$ cat src/lfp_pkg.sv
`timescale 1ns / 1ps
`default_nettype none
// ----------------------------------------------------------------------------
// lfp_pkg
// Shared types, constants and helpers for the lidar frame parser.
// ----------------------------------------------------------------------------
package lfp_pkg;

    localparam int MAX_SAMPLES_DEF = 90;
    localparam int HEADER_BYTES    = 10;
    localparam int ANGLE_W         = 19;
    localparam int DIST_W          = 16;
    localparam int COUNT_W         = 8;
    localparam int FSZ_W           = 10;

    localparam logic [7:0]         SYNC0        = 8'hAA;
    localparam logic [7:0]         SYNC1        = 8'h55;
    localparam logic [ANGLE_W-1:0] FULL_TURN    = 19'd368640;
    localparam logic [DIST_W-1:0]  MIN_DIST_RST = 16'd200;
    localparam logic [DIST_W-1:0]  MAX_DIST_RST = 16'hFFFF;

    localparam logic REG_MIN_DIST = 1'b0;
    localparam logic REG_MAX_DIST = 1'b1;

    typedef enum logic [3:0] {
        ST_IDLE,
        ST_SCAN_RD,
        ST_SCAN_USE,
        ST_FR_RD,
        ST_FR_USE,
        ST_ANG,
        ST_DIV,
        ST_PT_RD,
        ST_PT_USE,
        ST_PUSH,
        ST_DONE
    } state_t;

    typedef struct packed {
        logic [ANGLE_W-1:0] angle_first;
        logic [DIST_W-1:0]  distance_first;
        logic               valid_first;
        logic [ANGLE_W-1:0] angle_second;
        logic [DIST_W-1:0]  distance_second;
        logic               valid_second;
        logic               second_present;
        logic               scan_start;
        logic               frame_last;
    } result_t;

    // raw angle word to 1/1024 degree, wrapped to one turn
    function automatic logic [ANGLE_W-1:0] angle_of(input logic [15:0] w);
        logic [ANGLE_W-1:0] a;
        a = {w[15:1], 4'b0000};
        if (a >= FULL_TURN) begin
            a = a - FULL_TURN;
        end
        return a;
    endfunction

endpackage
`default_nettype wire

$ cat src/lfp_store.sv
`timescale 1ns / 1ps
`default_nettype none
// ----------------------------------------------------------------------------
// lfp_store
// Byte store for the frame parser: one write port, one registered read port.
// ----------------------------------------------------------------------------
module lfp_store #(
    parameter int DEPTH  = 190,
    parameter int ADDR_W = $clog2(DEPTH)
) (
    input  wire logic              aclk,
    input  wire logic              we,
    input  wire logic [ADDR_W-1:0] waddr,
    input  wire logic [7:0]        wdata,
    input  wire logic [ADDR_W-1:0] raddr,
    output logic      [7:0]        rdata
);

    logic [7:0] mem [DEPTH];

    always_ff @(posedge aclk) begin
        if (we) begin
            mem[waddr] <= wdata;
        end
    end

    always_ff @(posedge aclk) begin
        rdata <= mem[raddr];
    end

endmodule
`default_nettype wire

$ cat src/lfp_div.sv
`timescale 1ns / 1ps
`default_nettype none
// ----------------------------------------------------------------------------
// lfp_div
// Restoring divider, one quotient bit per cycle. Results hold until the
// next start.
// ----------------------------------------------------------------------------
module lfp_div
    import lfp_pkg::*;
(
    input  wire logic               aclk,
    input  wire logic               aresetn,
    input  wire logic               start,
    input  wire logic [ANGLE_W-1:0] dividend,
    input  wire logic [COUNT_W-1:0] divisor,
    output logic      [ANGLE_W-1:0] quot,
    output logic      [COUNT_W-1:0] rem,
    output logic                    done
);

    localparam int CNT_W = $clog2(ANGLE_W + 1);

    logic [ANGLE_W-1:0] quot_reg, quot_next;
    logic [COUNT_W-1:0] rem_reg, rem_next;
    logic [COUNT_W-1:0] dvs_reg, dvs_next;
    logic [CNT_W-1:0]   cnt_reg, cnt_next;
    logic               busy_reg, busy_next;
    logic               done_reg, done_next;
    logic [COUNT_W:0]   trial;

    assign trial = {rem_reg, quot_reg[ANGLE_W-1]};

    always_comb begin
        quot_next = quot_reg;
        rem_next  = rem_reg;
        dvs_next  = dvs_reg;
        cnt_next  = cnt_reg;
        busy_next = busy_reg;
        done_next = 1'b0;
        if (start) begin
            quot_next = dividend;
            rem_next  = '0;
            dvs_next  = divisor;
            cnt_next  = '0;
            busy_next = 1'b1;
        end else if (busy_reg) begin
            if (trial >= {1'b0, dvs_reg}) begin
                rem_next  = COUNT_W'(trial - {1'b0, dvs_reg});
                quot_next = {quot_reg[ANGLE_W-2:0], 1'b1};
            end else begin
                rem_next  = trial[COUNT_W-1:0];
                quot_next = {quot_reg[ANGLE_W-2:0], 1'b0};
            end
            cnt_next = cnt_reg + 1'b1;
            if (cnt_reg == CNT_W'(ANGLE_W - 1)) begin
                busy_next = 1'b0;
                done_next = 1'b1;
            end
        end
    end

    always_ff @(posedge aclk) begin
        if (!aresetn) begin
            busy_reg <= 1'b0;
            done_reg <= 1'b0;
            cnt_reg  <= '0;
        end else begin
            busy_reg <= busy_next;
            done_reg <= done_next;
            cnt_reg  <= cnt_next;
        end
        quot_reg <= quot_next;
        rem_reg  <= rem_next;
        dvs_reg  <= dvs_next;
    end

    assign quot = quot_reg;
    assign rem  = rem_reg;
    assign done = done_reg;

endmodule
`default_nettype wire

$ cat src/lidar_frame_parser_core.sv
`timescale 1ns / 1ps
`default_nettype none
// ----------------------------------------------------------------------------
// lidar_frame_parser_core
// Byte-serial parser for AA 55 framed lidar data with XOR word checksum.
// Emits up to two points per result word.
//
//   channel  | handshake          | payload
//   ---------+--------------------+--------------------------------------
//   s_       | s_valid / s_ready  | s_data_byte
//   m_       | m_valid / m_ready  | angles, distances, flags, m_last
//   cfg_     | cfg_we             | cfg_index, cfg_wdata
//
// Each byte rescans the store from its head; every byte of it is read from
// the byte store through its single registered read port (a read state,
// then a use state). A finished frame adds an angle-span divide (a set-up
// state, 19 quotient bits, then a wait to see done) plus two byte reads per
// point and a push per result word.
// Reset is synchronous; the store needs no clearing pass, only fill count.
// The output register and one held word free the parser: it stalls when a
// third result waits behind two, or at a pass end until the held word moves.
// ----------------------------------------------------------------------------
module lidar_frame_parser_core
    import lfp_pkg::*;
#(
    parameter int MAX_SAMPLES = MAX_SAMPLES_DEF
) (
    input  wire logic               aclk,
    input  wire logic               aresetn,
    input  wire logic               s_valid,
    output logic                    s_ready,
    input  wire logic [7:0]         s_data_byte,
    output logic                    m_valid,
    input  wire logic               m_ready,
    output logic [ANGLE_W-1:0]      m_angle_first,
    output logic [DIST_W-1:0]       m_distance_first,
    output logic                    m_valid_first,
    output logic [ANGLE_W-1:0]      m_angle_second,
    output logic [DIST_W-1:0]       m_distance_second,
    output logic                    m_valid_second,
    output logic                    m_second_present,
    output logic                    m_scan_start,
    output logic                    m_frame_last,
    output logic                    m_last,
    input  wire logic               cfg_we,
    input  wire logic               cfg_index,
    input  wire logic [DIST_W-1:0]  cfg_wdata
);

    localparam int STORE_BYTES = HEADER_BYTES + 2 * MAX_SAMPLES;
    localparam int PTR_W       = $clog2(STORE_BYTES);
    localparam int CNT_W       = $clog2(STORE_BYTES + 1);

    localparam logic [CNT_W:0]   DEPTH_X  = (CNT_W + 1)'(STORE_BYTES);
    localparam logic [CNT_W-1:0] DEPTH_C  = CNT_W'(STORE_BYTES);
    localparam logic [CNT_W-1:0] HDR_C    = CNT_W'(HEADER_BYTES);
    localparam logic [CNT_W-1:0] HDR_LAST = CNT_W'(HEADER_BYTES - 1);
    localparam logic [FSZ_W-1:0] HDR_F    = FSZ_W'(HEADER_BYTES);
    localparam logic [7:0]       MAX_N    = 8'(MAX_SAMPLES);

    state_t state_reg, state_next;

    logic [PTR_W-1:0]   head_reg, head_next;
    logic [CNT_W-1:0]   fill_reg, fill_next;
    logic [CNT_W-1:0]   k_reg, k_next;
    logic               aa_reg, aa_next;
    logic [15:0]        acc_reg, acc_next;
    logic               scan_reg, scan_next;
    logic [7:0]         n_reg, n_next;
    logic [15:0]        ws_reg, ws_next;
    logic [15:0]        we_reg, we_next;
    logic [ANGLE_W-1:0] start_reg, start_next;
    logic [ANGLE_W-1:0] q_reg, q_next;
    logic [COUNT_W-1:0] r_reg, r_next;
    logic [8:0]         idx_reg, idx_next;
    logic               slot_reg, slot_next;
    logic [7:0]         lo_reg, lo_next;
    result_t            res_reg, res_next;
    result_t            pend_reg, pend_next;
    logic               pend_valid_reg, pend_valid_next;
    result_t            out_reg, out_next;
    logic               out_valid_reg, out_valid_next;
    logic               out_last_reg, out_last_next;
    logic [DIST_W-1:0]  min_reg, max_reg;

    // store ports
    logic             st_we;
    logic [PTR_W-1:0] st_waddr, st_raddr;
    logic [7:0]       rdata;

    // divider
    logic               div_start, div_done;
    logic [ANGLE_W-1:0] div_quot, span;
    logic [COUNT_W-1:0] div_rem, den;

    // shared decode
    logic               accept, fill_full, scan_end, sync_hit, hdr_done, n_bad;
    logic               short_frame, body_end, out_free, push_go, pt_more;
    logic [CNT_W-1:0]   h_pos, fill_after_h;
    logic [FSZ_W-1:0]   fsz;
    logic [15:0]        acc_new;
    logic               drop_en;
    logic [CNT_W-1:0]   drop_amt;
    logic [CNT_W:0]     ra_sum, wa_sum, hd_sum;
    logic [ANGLE_W-1:0] a_start, a_end;
    logic [ANGLE_W:0]   ang_sum;
    logic [ANGLE_W-1:0] ang_pt;
    logic [DIST_W-1:0]  dist_pt;
    logic               ok_pt;
    logic [COUNT_W:0]   r_sum;
    logic               r_wrap;

    assign accept       = s_valid && s_ready;
    assign fill_full    = fill_reg == DEPTH_C;
    assign scan_end     = k_reg == fill_reg;
    assign sync_hit     = aa_reg && (rdata == SYNC1);
    assign h_pos        = k_reg - 1'b1;
    assign fill_after_h = fill_reg - h_pos;
    assign hdr_done     = k_reg == HDR_LAST;
    assign n_bad        = (n_reg == 8'd0) || (n_reg > MAX_N);
    assign fsz          = HDR_F + {1'b0, n_reg, 1'b0};
    assign short_frame  = FSZ_W'(fill_reg) < fsz;
    assign body_end     = (k_reg > HDR_LAST) && (FSZ_W'(k_reg) == fsz - 1'b1);
    assign acc_new      = k_reg[0] ? (acc_reg ^ {rdata, 8'h00}) : (acc_reg ^ {8'h00, rdata});
    assign out_free     = !out_valid_reg || m_ready;
    assign push_go      = !pend_valid_reg || out_free;
    assign pt_more      = !slot_reg && ((idx_reg + 9'd1) < {1'b0, n_reg});
    assign den          = (n_reg > 8'd1) ? (n_reg - 8'd1) : 8'd1;

    // circular addressing
    assign ra_sum   = (CNT_W + 1)'(head_reg) + (CNT_W + 1)'(k_reg);
    assign st_raddr = (ra_sum >= DEPTH_X) ? PTR_W'(ra_sum - DEPTH_X) : PTR_W'(ra_sum);
    assign wa_sum   = (CNT_W + 1)'(head_reg) + (CNT_W + 1)'(fill_reg);
    assign st_waddr = fill_full ? head_reg :
                      ((wa_sum >= DEPTH_X) ? PTR_W'(wa_sum - DEPTH_X) : PTR_W'(wa_sum));
    assign hd_sum   = (CNT_W + 1)'(head_reg) + (CNT_W + 1)'(drop_amt);
    assign st_we    = accept;

    // frame angles
    assign a_start   = angle_of(ws_reg);
    assign a_end     = angle_of(we_reg);
    assign span      = (a_end >= a_start) ? (a_end - a_start) : (a_end + FULL_TURN - a_start);
    assign div_start = state_reg == ST_ANG;

    // per-point angle and validity
    assign ang_sum = {1'b0, start_reg} + {1'b0, q_reg};
    assign ang_pt  = (ang_sum >= {1'b0, FULL_TURN}) ? ANGLE_W'(ang_sum - {1'b0, FULL_TURN})
                                                  : ang_sum[ANGLE_W-1:0];
    assign dist_pt = {rdata, lo_reg};
    assign ok_pt   = (dist_pt != '0) && (dist_pt >= min_reg) && (dist_pt <= max_reg);
    assign r_sum   = {1'b0, r_reg} + {1'b0, div_rem};
    assign r_wrap  = r_sum >= {1'b0, den};

    lfp_store #(
        .DEPTH  (STORE_BYTES),
        .ADDR_W (PTR_W)
    ) u_store (
        .aclk  (aclk),
        .we    (st_we),
        .waddr (st_waddr),
        .wdata (s_data_byte),
        .raddr (st_raddr),
        .rdata (rdata)
    );

    lfp_div u_div (
        .aclk     (aclk),
        .aresetn  (aresetn),
        .start    (div_start),
        .dividend (span),
        .divisor  (den),
        .quot     (div_quot),
        .rem      (div_rem),
        .done     (div_done)
    );

    // next state
    always_comb begin
        state_next = state_reg;
        unique case (state_reg)
            ST_IDLE:     if (s_valid) state_next = ST_SCAN_RD;
            ST_SCAN_RD:  state_next = scan_end ? ST_DONE : ST_SCAN_USE;
            ST_SCAN_USE: begin
                if (sync_hit) begin
                    state_next = (fill_after_h >= HDR_C) ? ST_FR_RD : ST_DONE;
                end else begin
                    state_next = ST_SCAN_RD;
                end
            end
            ST_FR_RD:    state_next = ST_FR_USE;
            ST_FR_USE: begin
                priority if (hdr_done) begin
                    state_next = n_bad ? ST_SCAN_RD : (short_frame ? ST_DONE : ST_FR_RD);
                end else if (body_end) begin
                    state_next = (acc_new != 16'h0000) ? ST_SCAN_RD : ST_ANG;
                end else begin
                    state_next = ST_FR_RD;
                end
            end
            ST_ANG:      state_next = ST_DIV;
            ST_DIV:      if (div_done) state_next = ST_PT_RD;
            ST_PT_RD:    state_next = ST_PT_USE;
            ST_PT_USE: begin
                if (!k_reg[0] || pt_more) begin
                    state_next = ST_PT_RD;
                end else begin
                    state_next = ST_PUSH;
                end
            end
            ST_PUSH: begin
                if (push_go) begin
                    state_next = res_reg.frame_last ? ST_SCAN_RD : ST_PT_RD;
                end
            end
            ST_DONE:     if (!pend_valid_reg || out_free) state_next = ST_IDLE;
            default:     state_next = ST_IDLE;
        endcase
    end

    // datapath and outputs
    always_comb begin
        s_ready         = state_reg == ST_IDLE;
        head_next       = head_reg;
        fill_next       = fill_reg;
        k_next          = k_reg;
        aa_next         = aa_reg;
        acc_next        = acc_reg;
        scan_next       = scan_reg;
        n_next          = n_reg;
        ws_next         = ws_reg;
        we_next         = we_reg;
        start_next      = start_reg;
        q_next          = q_reg;
        r_next          = r_reg;
        idx_next        = idx_reg;
        slot_next       = slot_reg;
        lo_next         = lo_reg;
        res_next        = res_reg;
        pend_next       = pend_reg;
        pend_valid_next = pend_valid_reg;
        out_next        = out_reg;
        out_last_next   = out_last_reg;
        out_valid_next  = out_valid_reg && !m_ready;
        drop_en         = 1'b0;
        drop_amt        = '0;

        unique case (state_reg)
            ST_IDLE: begin
                if (accept) begin
                    // full store: drop the oldest byte, count stays
                    if (fill_full) begin
                        head_next = (head_reg == PTR_W'(STORE_BYTES - 1)) ? '0
                                                                         : head_reg + 1'b1;
                    end else begin
                        fill_next = fill_reg + 1'b1;
                    end
                    k_next  = '0;
                    aa_next = 1'b0;
                end
            end
            ST_SCAN_RD: begin
                if (scan_end && (fill_reg > CNT_W'(1))) begin
                    drop_en  = 1'b1;
                    drop_amt = fill_reg - 1'b1;
                end
            end
            ST_SCAN_USE: begin
                if (sync_hit) begin
                    drop_en  = 1'b1;
                    drop_amt = h_pos;
                    k_next   = '0;
                    acc_next = '0;
                end else begin
                    aa_next = rdata == SYNC0;
                    k_next  = k_reg + 1'b1;
                end
            end
            ST_FR_RD: begin
            end
            ST_FR_USE: begin
                acc_next = acc_new;
                case (k_reg)
                    CNT_W'(2): scan_next = rdata[0];
                    CNT_W'(3): n_next = rdata;
                    CNT_W'(4): ws_next[7:0] = rdata;
                    CNT_W'(5): ws_next[15:8] = rdata;
                    CNT_W'(6): we_next[7:0] = rdata;
                    CNT_W'(7): we_next[15:8] = rdata;
                    default: ;
                endcase
                k_next = k_reg + 1'b1;
                priority if (hdr_done) begin
                    if (n_bad) begin
                        drop_en  = 1'b1;
                        drop_amt = CNT_W'(1);
                        k_next   = '0;
                        aa_next  = 1'b0;
                    end
                end else if (body_end) begin
                    if (acc_new != 16'h0000) begin
                        drop_en  = 1'b1;
                        drop_amt = CNT_W'(1);
                        k_next   = '0;
                        aa_next  = 1'b0;
                    end
                end else begin
                end
            end
            ST_ANG: begin
                start_next = a_start;
            end
            ST_DIV: begin
                k_next    = HDR_C;
                q_next    = '0;
                r_next    = '0;
                idx_next  = '0;
                slot_next = 1'b0;
            end
            ST_PT_RD: begin
            end
            ST_PT_USE: begin
                k_next = k_reg + 1'b1;
                if (!k_reg[0]) begin
                    lo_next = rdata;
                end else begin
                    if (!slot_reg) begin
                        res_next                = '0;
                        res_next.angle_first    = ang_pt;
                        res_next.distance_first = dist_pt;
                        res_next.valid_first    = ok_pt;
                    end else begin
                        res_next.angle_second    = ang_pt;
                        res_next.distance_second = dist_pt;
                        res_next.valid_second    = ok_pt;
                    end
                    res_next.scan_start     = scan_reg;
                    res_next.second_present = slot_reg;
                    res_next.frame_last     = !pt_more && ((idx_reg + 9'd1) >= {1'b0, n_reg});
                    // advance the interpolated offset by span / den
                    r_next    = r_wrap ? COUNT_W'(r_sum - {1'b0, den}) : r_sum[COUNT_W-1:0];
                    q_next    = q_reg + div_quot + ANGLE_W'(r_wrap);
                    idx_next  = idx_reg + 9'd1;
                    slot_next = pt_more;
                end
            end
            ST_PUSH: begin
                if (push_go) begin
                    if (pend_valid_reg) begin
                        out_next       = pend_reg;
                        out_last_next  = 1'b0;
                        out_valid_next = 1'b1;
                    end
                    pend_next       = res_reg;
                    pend_valid_next = 1'b1;
                    slot_next       = 1'b0;
                    if (res_reg.frame_last) begin
                        drop_en  = 1'b1;
                        drop_amt = CNT_W'(fsz);
                        k_next   = '0;
                        aa_next  = 1'b0;
                    end
                end
            end
            ST_DONE: begin
                if (pend_valid_reg && out_free) begin
                    out_next        = pend_reg;
                    out_last_next   = 1'b1;
                    out_valid_next  = 1'b1;
                    pend_valid_next = 1'b0;
                end
            end
            default: ;
        endcase

        if (drop_en) begin
            head_next = (hd_sum >= DEPTH_X) ? PTR_W'(hd_sum - DEPTH_X) : PTR_W'(hd_sum);
            fill_next = fill_reg - drop_amt;
        end
    end

    always_ff @(posedge aclk) begin
        if (!aresetn) begin
            state_reg      <= ST_IDLE;
            head_reg       <= '0;
            fill_reg       <= '0;
            k_reg          <= '0;
            aa_reg         <= 1'b0;
            pend_valid_reg <= 1'b0;
            out_valid_reg  <= 1'b0;
            min_reg        <= MIN_DIST_RST;
            max_reg        <= MAX_DIST_RST;
        end else begin
            state_reg      <= state_next;
            head_reg       <= head_next;
            fill_reg       <= fill_next;
            k_reg          <= k_next;
            aa_reg         <= aa_next;
            pend_valid_reg <= pend_valid_next;
            out_valid_reg  <= out_valid_next;
            if (cfg_we) begin
                unique case (cfg_index)
                    REG_MIN_DIST: min_reg <= cfg_wdata;
                    REG_MAX_DIST: max_reg <= cfg_wdata;
                endcase
            end
        end
        acc_reg      <= acc_next;
        scan_reg     <= scan_next;
        n_reg        <= n_next;
        ws_reg       <= ws_next;
        we_reg       <= we_next;
        start_reg    <= start_next;
        q_reg        <= q_next;
        r_reg        <= r_next;
        idx_reg      <= idx_next;
        slot_reg     <= slot_next;
        lo_reg       <= lo_next;
        res_reg      <= res_next;
        pend_reg     <= pend_next;
        out_reg      <= out_next;
        out_last_reg <= out_last_next;
    end

    assign m_valid           = out_valid_reg;
    assign m_angle_first     = out_reg.angle_first;
    assign m_distance_first  = out_reg.distance_first;
    assign m_valid_first     = out_reg.valid_first;
    assign m_angle_second    = out_reg.angle_second;
    assign m_distance_second = out_reg.distance_second;
    assign m_valid_second    = out_reg.valid_second;
    assign m_second_present  = out_reg.second_present;
    assign m_scan_start      = out_reg.scan_start;
    assign m_frame_last      = out_reg.frame_last;
    assign m_last            = out_last_reg;

    a_fill_bound: assert property (@(posedge aclk) disable iff (!aresetn)
        fill_reg <= DEPTH_C)
        else $error("fill count beyond store depth");

    a_idle_no_pend: assert property (@(posedge aclk) disable iff (!aresetn)
        (state_reg == ST_IDLE) |-> !pend_valid_reg)
        else $error("pending result left behind at idle");

    a_push_hold: assert property (@(posedge aclk) disable iff (!aresetn)
        (state_reg == ST_PUSH && pend_valid_reg && out_valid_reg && !m_ready)
            |=> (state_reg == ST_PUSH))
        else $error("result pushed over a stalled output");

endmodule
`default_nettype wire

$ cat config.mk
export PLATFORM = sky130hd
export DESIGN_NAME = lidar_frame_parser_core
export DESIGN_NICKNAME = d
export VERILOG_FILES = /design/src/lfp_pkg.sv /design/src/lfp_store.sv /design/src/lfp_div.sv /design/src/lidar_frame_parser_core.sv
export SDC_FILE = /design/constraint.sdc
export NUM_CORES = 2
export LEC_CHECK = 0
export BUFFER_PORTS_ARGS = -buffer_cell sky130_fd_sc_hd__buf_4
export CAP_MARGIN = 10
export CORE_MARGIN = 5
export CORE_UTILIZATION = 35
export CTS_BUF_LIST = sky130_fd_sc_hd__clkbuf_16
export CTS_CLUSTER_DIAMETER = 60
export DETAILED_ROUTE_END_ITERATION = 6
export GPL_TIMING_DRIVEN = 0
export PLACE_DENSITY_LB_ADDON = 0.25
export SLEW_MARGIN = 0
export SYNTH_ARGS = -nofsm -noshare
export SYNTH_HDL_FRONTEND = slang
export SYNTH_HIERARCHICAL = 1
export SYNTH_SLANG_ARGS = --single-unit
$ cat constraint.sdc
create_clock -name aclk -period 12.8 [get_ports aclk]
set_clock_uncertainty 0.2 [all_clocks]
set_input_delay 1.28 -clock aclk [delete_from_list [all_inputs] [get_ports aclk]]
set_output_delay 1.28 -clock aclk [all_outputs]
set_load 0.02 [all_outputs]
# Word-level counts from Yosys, hierarchy flattened
# Memory sizes are Yosys's and may differ from the RTL's. A register that Yosys moved wholly into a read port is not among the register bits.
# Cells that the tools add are included.
# W data, S select, Z words.
# word_totals
register_bits,452
ramBits,1520
in_bits,30
out_inout_bits,78
mem_count,1
# memory_table
memory,words,word_bits,read_ports,rd_ports_with_merged_regs,wr,line,text
u_store.mem,190,8,1,1,1,lfp_store.sv:19,logic [7:0] mem [DEPTH];
# op_classes
n_addsub,30
magnitude_cmp,19
n_eq_ne,39
muxes,107
bitwise,7
reduce_logical,58
# ops
operator,count
$mux W8,30
$mux W75,3
$pmux W75 S2,1
$mux W19,7
$sub A19 B19 Y19 const B,3
$pmux W8 S6,1
$mux W4,11
$pmux W4 S11,1
$ge A19 B19 Y1 const B,2
$pmux W19 S2,1
$sub A19 B19 Y19,2
$add A8 B8 Y9,4
$mux W1,36
$eq A8 B3 Y1 const B,4
$mux W16,2
$pmux W16 S2,1
$pmux W8 S4,1
$reduce_bool A16 Y1,2
$sub A8 B8 Y8,4
$ge A9 B8 Y1,3
$ge A9 B8 Y1 const B,3
$reduce_and A2 Y1,13
$add A8 B1 Y8 const B,3
$eq A8 B8 Y1 const B,3
57 further kinds,119

# Logic depth before layout (Yosys ltp)
# logic_depth
word_depth,11
mapped_depth,26
mapped_depth_nobuf,25

# By module
# Netlist, hierarchy kept.
# by_module_without_submodules
mod,n_inst,cells_each,area_each_um2,seq_area_each_um2
lfp_store,1,2723,59535.8,45803.9
lidar_frame_parser_core,1,2164,23458.7,11501.0
lfp_div,1,173,2084.5,1111.1

# Worst setup path before layout
# OpenSTA, ideal clock, no wires.
# synth_timing
path_kind,register -> register
startpoint,register n_reg[0]
endpoint,register q_reg[18] (data pin)
setup_ns,0.266
arrival_time_ns,5.680
t_required_ns,12.334
slack_ns,6.654
stages_incl_launch_ff,27
n_path_buf,1
period_less_slack_ns,6.146
cell_sequence,edfxtp_1 -> buf_2 -> inv_1 -> ha_1 -> nor2_1 -> nor4_1 -> or2_2 -> ha_1 -> nor2b_1 -> o21ai_0 -> a21boi_0 -> o21ai_0 -> a21boi_0 -> o21a_1 -> o21ai_1 -> nand2_1 -> fa_1 -> fa_1 -> a21oi_1 -> o21bai_1 -> a21o_1 -> o41a_1 -> a41oi_1 -> o2111ai_1 -> o31ai_1 -> xnor2_1 -> nor2_1
# synth_between
elab_chain_len,6
# synth_rtl
element,line,text
from (decl),lidar_frame_parser_core.sv:69,"logic [7:0] n_reg, n_next;"
from (signal assigned),lidar_frame_parser_core.sv:409,n_reg <= n_next;
$sub A8 B1 Y8 / $gt A8 B1 Y1 (equally long branches),lidar_frame_parser_core.sv:128,assign den = (n_reg > 8'd1) ? (n_reg - 8'd1) : 8'd1;
$mux W8 *,lidar_frame_parser_core.sv:128,
$ge A9 B8 Y1 *,lidar_frame_parser_core.sv:152,"assign r_wrap = r_sum >= {1'b0, den};"
$add A19 B1 Y19 *,lidar_frame_parser_core.sv:341,q_next = q_reg + div_quot + ANGLE_W'(r_wrap);
$mux W19 *,lidar_frame_parser_core.sv:323,if (!k_reg[0]) begin
$pmux W19 S2 *,lidar_frame_parser_core.sv:247,unique case (state_reg)
to (signal assigned),lidar_frame_parser_core.sv:413,q_reg <= q_next;
to (decl),lidar_frame_parser_core.sv:73,"logic [ANGLE_W-1:0] q_reg, q_next;"
# Every way passes the cells marked *; elsewhere a longest branch is shown, timed or not. The select of a mux whose other input is x is not followed.
# A chain may end at the register's enable or synchronous reset.

# Worst setup path in the final report
# layout_timing
startpoint,register k_reg[0]
endpoint,register u_store.rdata[0] (read register of u_store.mem)
# layout_between
elab_chain_len,3
# layout_rtl
element,line,text
from (decl),lidar_frame_parser_core.sv:65,"logic [CNT_W-1:0] k_reg, k_next;"
from (signal assigned),lidar_frame_parser_core.sv:396,k_reg <= k_next;
$add A8 B8 Y9 *,lidar_frame_parser_core.sv:131,assign ra_sum = (CNT_W + 1)'(head_reg) + (CNT_W + 1)'(k_reg);
$sub A8 B8 Y8 / $ge A9 B8 Y1 (equally long branches),lidar_frame_parser_core.sv:132,assign st_raddr = (ra_sum >= DEPTH_X) ? PTR_W'(ra_sum - DEPTH_X) : PTR_W'(ra_sum);
$mux W8 *,lidar_frame_parser_core.sv:132,
named net st_raddr[5],lidar_frame_parser_core.sv:88,"logic [PTR_W-1:0] st_waddr, st_raddr;"
to (decl),lfp_store.sv:16,output logic [7:0] rdata
# The timed path passes the listed nets; every way through them passes the cells marked *.

==> reports/metrics.cfg <==
[outcome]
outcome = finished with violations
violations = capacitance limit

[timing]
rsz0062_at_grt = no
worst-slew-pin-transition_ns = 1.46
maxSlewViolCount = 0
hold_viol = 0
tns_ns = 0
timing.final.crit_share_pct = 61.7
setup_viol = 0
relSlewSlack_pct = 2.60
fmax_mhz = 127
layout_min_cycle_time_ns = 7.90

[pwr]
leakage_uw = 0.0317
p_per_area_nw_per_um2 = 202
peakVddDrop_v = 0.000217

[drt]
wl_met3_mm = 22.1
num_vias = 48800
avgViaCountPerCell = 5.56
firstDrtPassIters = 6
drt_wl_total_mm = 255
ant_nets = 0
wl_per_cell_um = 29.1
dr_wl_met2_mm = 118
wl_met1_mm = 104
first_iter_violations = 5739
remaining_drc_errors = 0
highest_layer = met5

[run]
maxCapViolCount = 1

[logic_synthesis]
synth_cell_type_count = 105
async_flop_share_pct = 0
syn_inst = 5060
synth_area_per_cell_sq_um = 16.8
synth_area_leaders = edfxtp_1 (67%), mux4_2 (11%), ha_1 (2.9%)
yosysWarnings = 6
synth_xor_area_share_pct = 1.80
yosysSeqAreaShare_pct = 68.7
yosysMostFrequentCell = edfxtp_1
synth_flop_cell = edfxtp_1
synth_largest_area_cell = edfxtp_1
synth-simple-area-share_pct = 6.19
synth_seq_cells = 1974
synth_compound_area_share_pct = 5.08
synth_edf_count = 1888
synth.top_cell.area_share_pct = 66.6
yosys.area_share.adder_pct = 3.42
yosys-mux-area-fraction_pct = 12.4
synth_area_sq_um = 85100
ys_top_cells_by_count = edfxtp_1 (1888), mux4_2 (406), nor2_1 (394)
synth_top_family_by_area = multiplexers

[cells_and_area]
multi_input_area_sq_um = 24700
largest_reg_flops = 1520
fill_cells = 21900
seqCellArea_sq_um = 58400
fin_nets = 5653
area_delta_synth_final_pct = 14.2
post-route-util_pct = 40.1
fin_area_sq_um = 97200
drive_gt1_share_pct = 18.7

[die]
start_util_pct = 35.1
core_area_sq_um = 243000
rows = 181
die_w_um = 503
die-area_sq_um = 253000
ios = 108
die_h_um = 503

[clock_tree]
cts-buffers-inserted = 202
root_buffer = clkbuf_16
htree_levels = 4
cts.repair.resized = 0
clock_latency_ns = 0.87
clkSinkCount = 1974
clockBufferDepth = 3
clkTransAtPathRegs_ns = 0.06
cts_setup_buffers = 0
hold_buffers = 0
tritoncts = built

[global_route]
grt.total_usage_pct = 19.8
grt_max_degree = 122
grt_remaining_overflow = 0
antenna_found_initial = 11
grt_pass1_vias = 47000
grt_pass1_wl_mm = 357

[place]
dp_hpwl_mm = 177
gp_congestion = 0.942
io_buffers = 107
dpl_cell_area_sq_um = 90500

[critical_path]
r2r-start = k_reg[0]$_SDFFE_PN0P_
cp_max_fo = 11
start_kind = flip-flop
critPathLaunch = k_reg[0]$_SDFFE_PN0P_
path_class = reg2reg
required_ns = 13.26
arrival_ns = 8.36
worst_setup_path_end_kind = flip-flop

[hold_path]
hold_path_class = reg2reg
hp-start = res_reg[29]$_SDFFCE_PN0P_

## per-stage QoR
step	total power, uW	cells	setup WS (ns)	hold slack [ns]
floorplan	11200	5063	6.65	0.200
global placement	13700	8372	4.64	0.202
detailed placement	13800	8402	5.14	0.205
CTS	19600	8774	5.13	0.195
global route	20200	8774	4.69	0.213
finish	19600	8776	4.90	0.201
## kinds of logic after synthesis
| kind of cell | Yosys count |
|---|---|
| buffers and inverters | 407 |
| xor gates and xnor gates | 175 |
| adders and majority gates | 219 |
| AOI/OAI and AO/OA | 637 |
| DFF | 1974 |
| muxes | 544 |
| and+or+nand+nor | 1103 |
| other | 1 |
## final cells by class
| class | count | share of cell area [%] |
|---|---|---|
| clock inverters | 168 | 1.61 |
| diodes | 2 | 0.00515 |
| repair buffers | 137 | 1.42 |
| multi-input cells | 2682 | 25.4 |
| plain buffers | 230 | 1.44 |
| inverters | 177 | 0.684 |
| well taps | 3202 | 4.12 |
| clock buffers | 204 | 5.25 |
| flip-flops and latches | 1974 | 60.1 |
## report_power, final
part	internal [uW]	leakage, uW	switching, uW
sequential	7280	0.0177	215
clock	3280	0.00341	2600
combinational	2300	0.0106	3960
total	12900	0.0317	6780
## routing by layer
layer	vias up	GRT usage [%]
met1	25500	26.8
met3	461	4.33
li1	20700	-
met4	2	7.58
met5	-	0
met2	2195	31.2
## worst max-delay path, stage by stage, from the launching register on
cell       delay, ns
dfxtp_1         0.51
ha_1            0.33
fa_1            0.40
a21o_1          0.17
a21oi_1         0.23
xnor2_1         0.24
nand2_1         0.12
a2111oi_0       0.50
a21oi_1         0.13
o21ai_1         0.40
nand4_1         0.17
xor2_1          0.39
clkbuf_1        0.93
buf_1           0.96
nor2_1          0.44
nand2_1         0.29
nor3_1          0.13
a2111oi_2       0.30
o2111ai_1       0.22
o31ai_1         0.67
## worst paths after layout
path	slack (ns)	to	cells past startpoint
max	4.90	u_store/rdata[0]$_DFF_P_	19
min	0.20	pend_reg[29]$_DFFE_PP_	0
max reg2reg	4.90	u_store/rdata[0]$_DFF_P_	19
min reg2reg	0.20	pend_reg[29]$_DFFE_PP_	0
## cell usage in the layout (no fill, tap or decap), drive strengths merged, types with 29 or more instances in the layout
cell | Yosys | final
xor2 | 67 | 67
and3 | 34 | 34
dfxtp | 86 | 86
o221ai | 29 | 29
mux4 | 406 | 406
and2 | 59 | 59
nor3 | 61 | 61
edfxtp | 1888 | 1888
nor2 | 394 | 394
xnor2 | 108 | 108
o22ai | 33 | 33
o211ai | 32 | 32
buf | 101 | 238
a31oi | 43 | 43
ha | 196 | 196
nand4 | 34 | 34
nand2b | 29 | 29
inv | 176 | 236
nor4 | 36 | 36
clkbuf | 128 | 332
mux2 | 43 | 43
a21o | 35 | 35
nor2b | 52 | 52
nand2 | 227 | 227
nand3 | 94 | 94
mux2i | 95 | 95
a21oi | 143 | 143
o21ai | 116 | 116
clkinv | 1 | 86
Power figures use the tool's default switching activity.
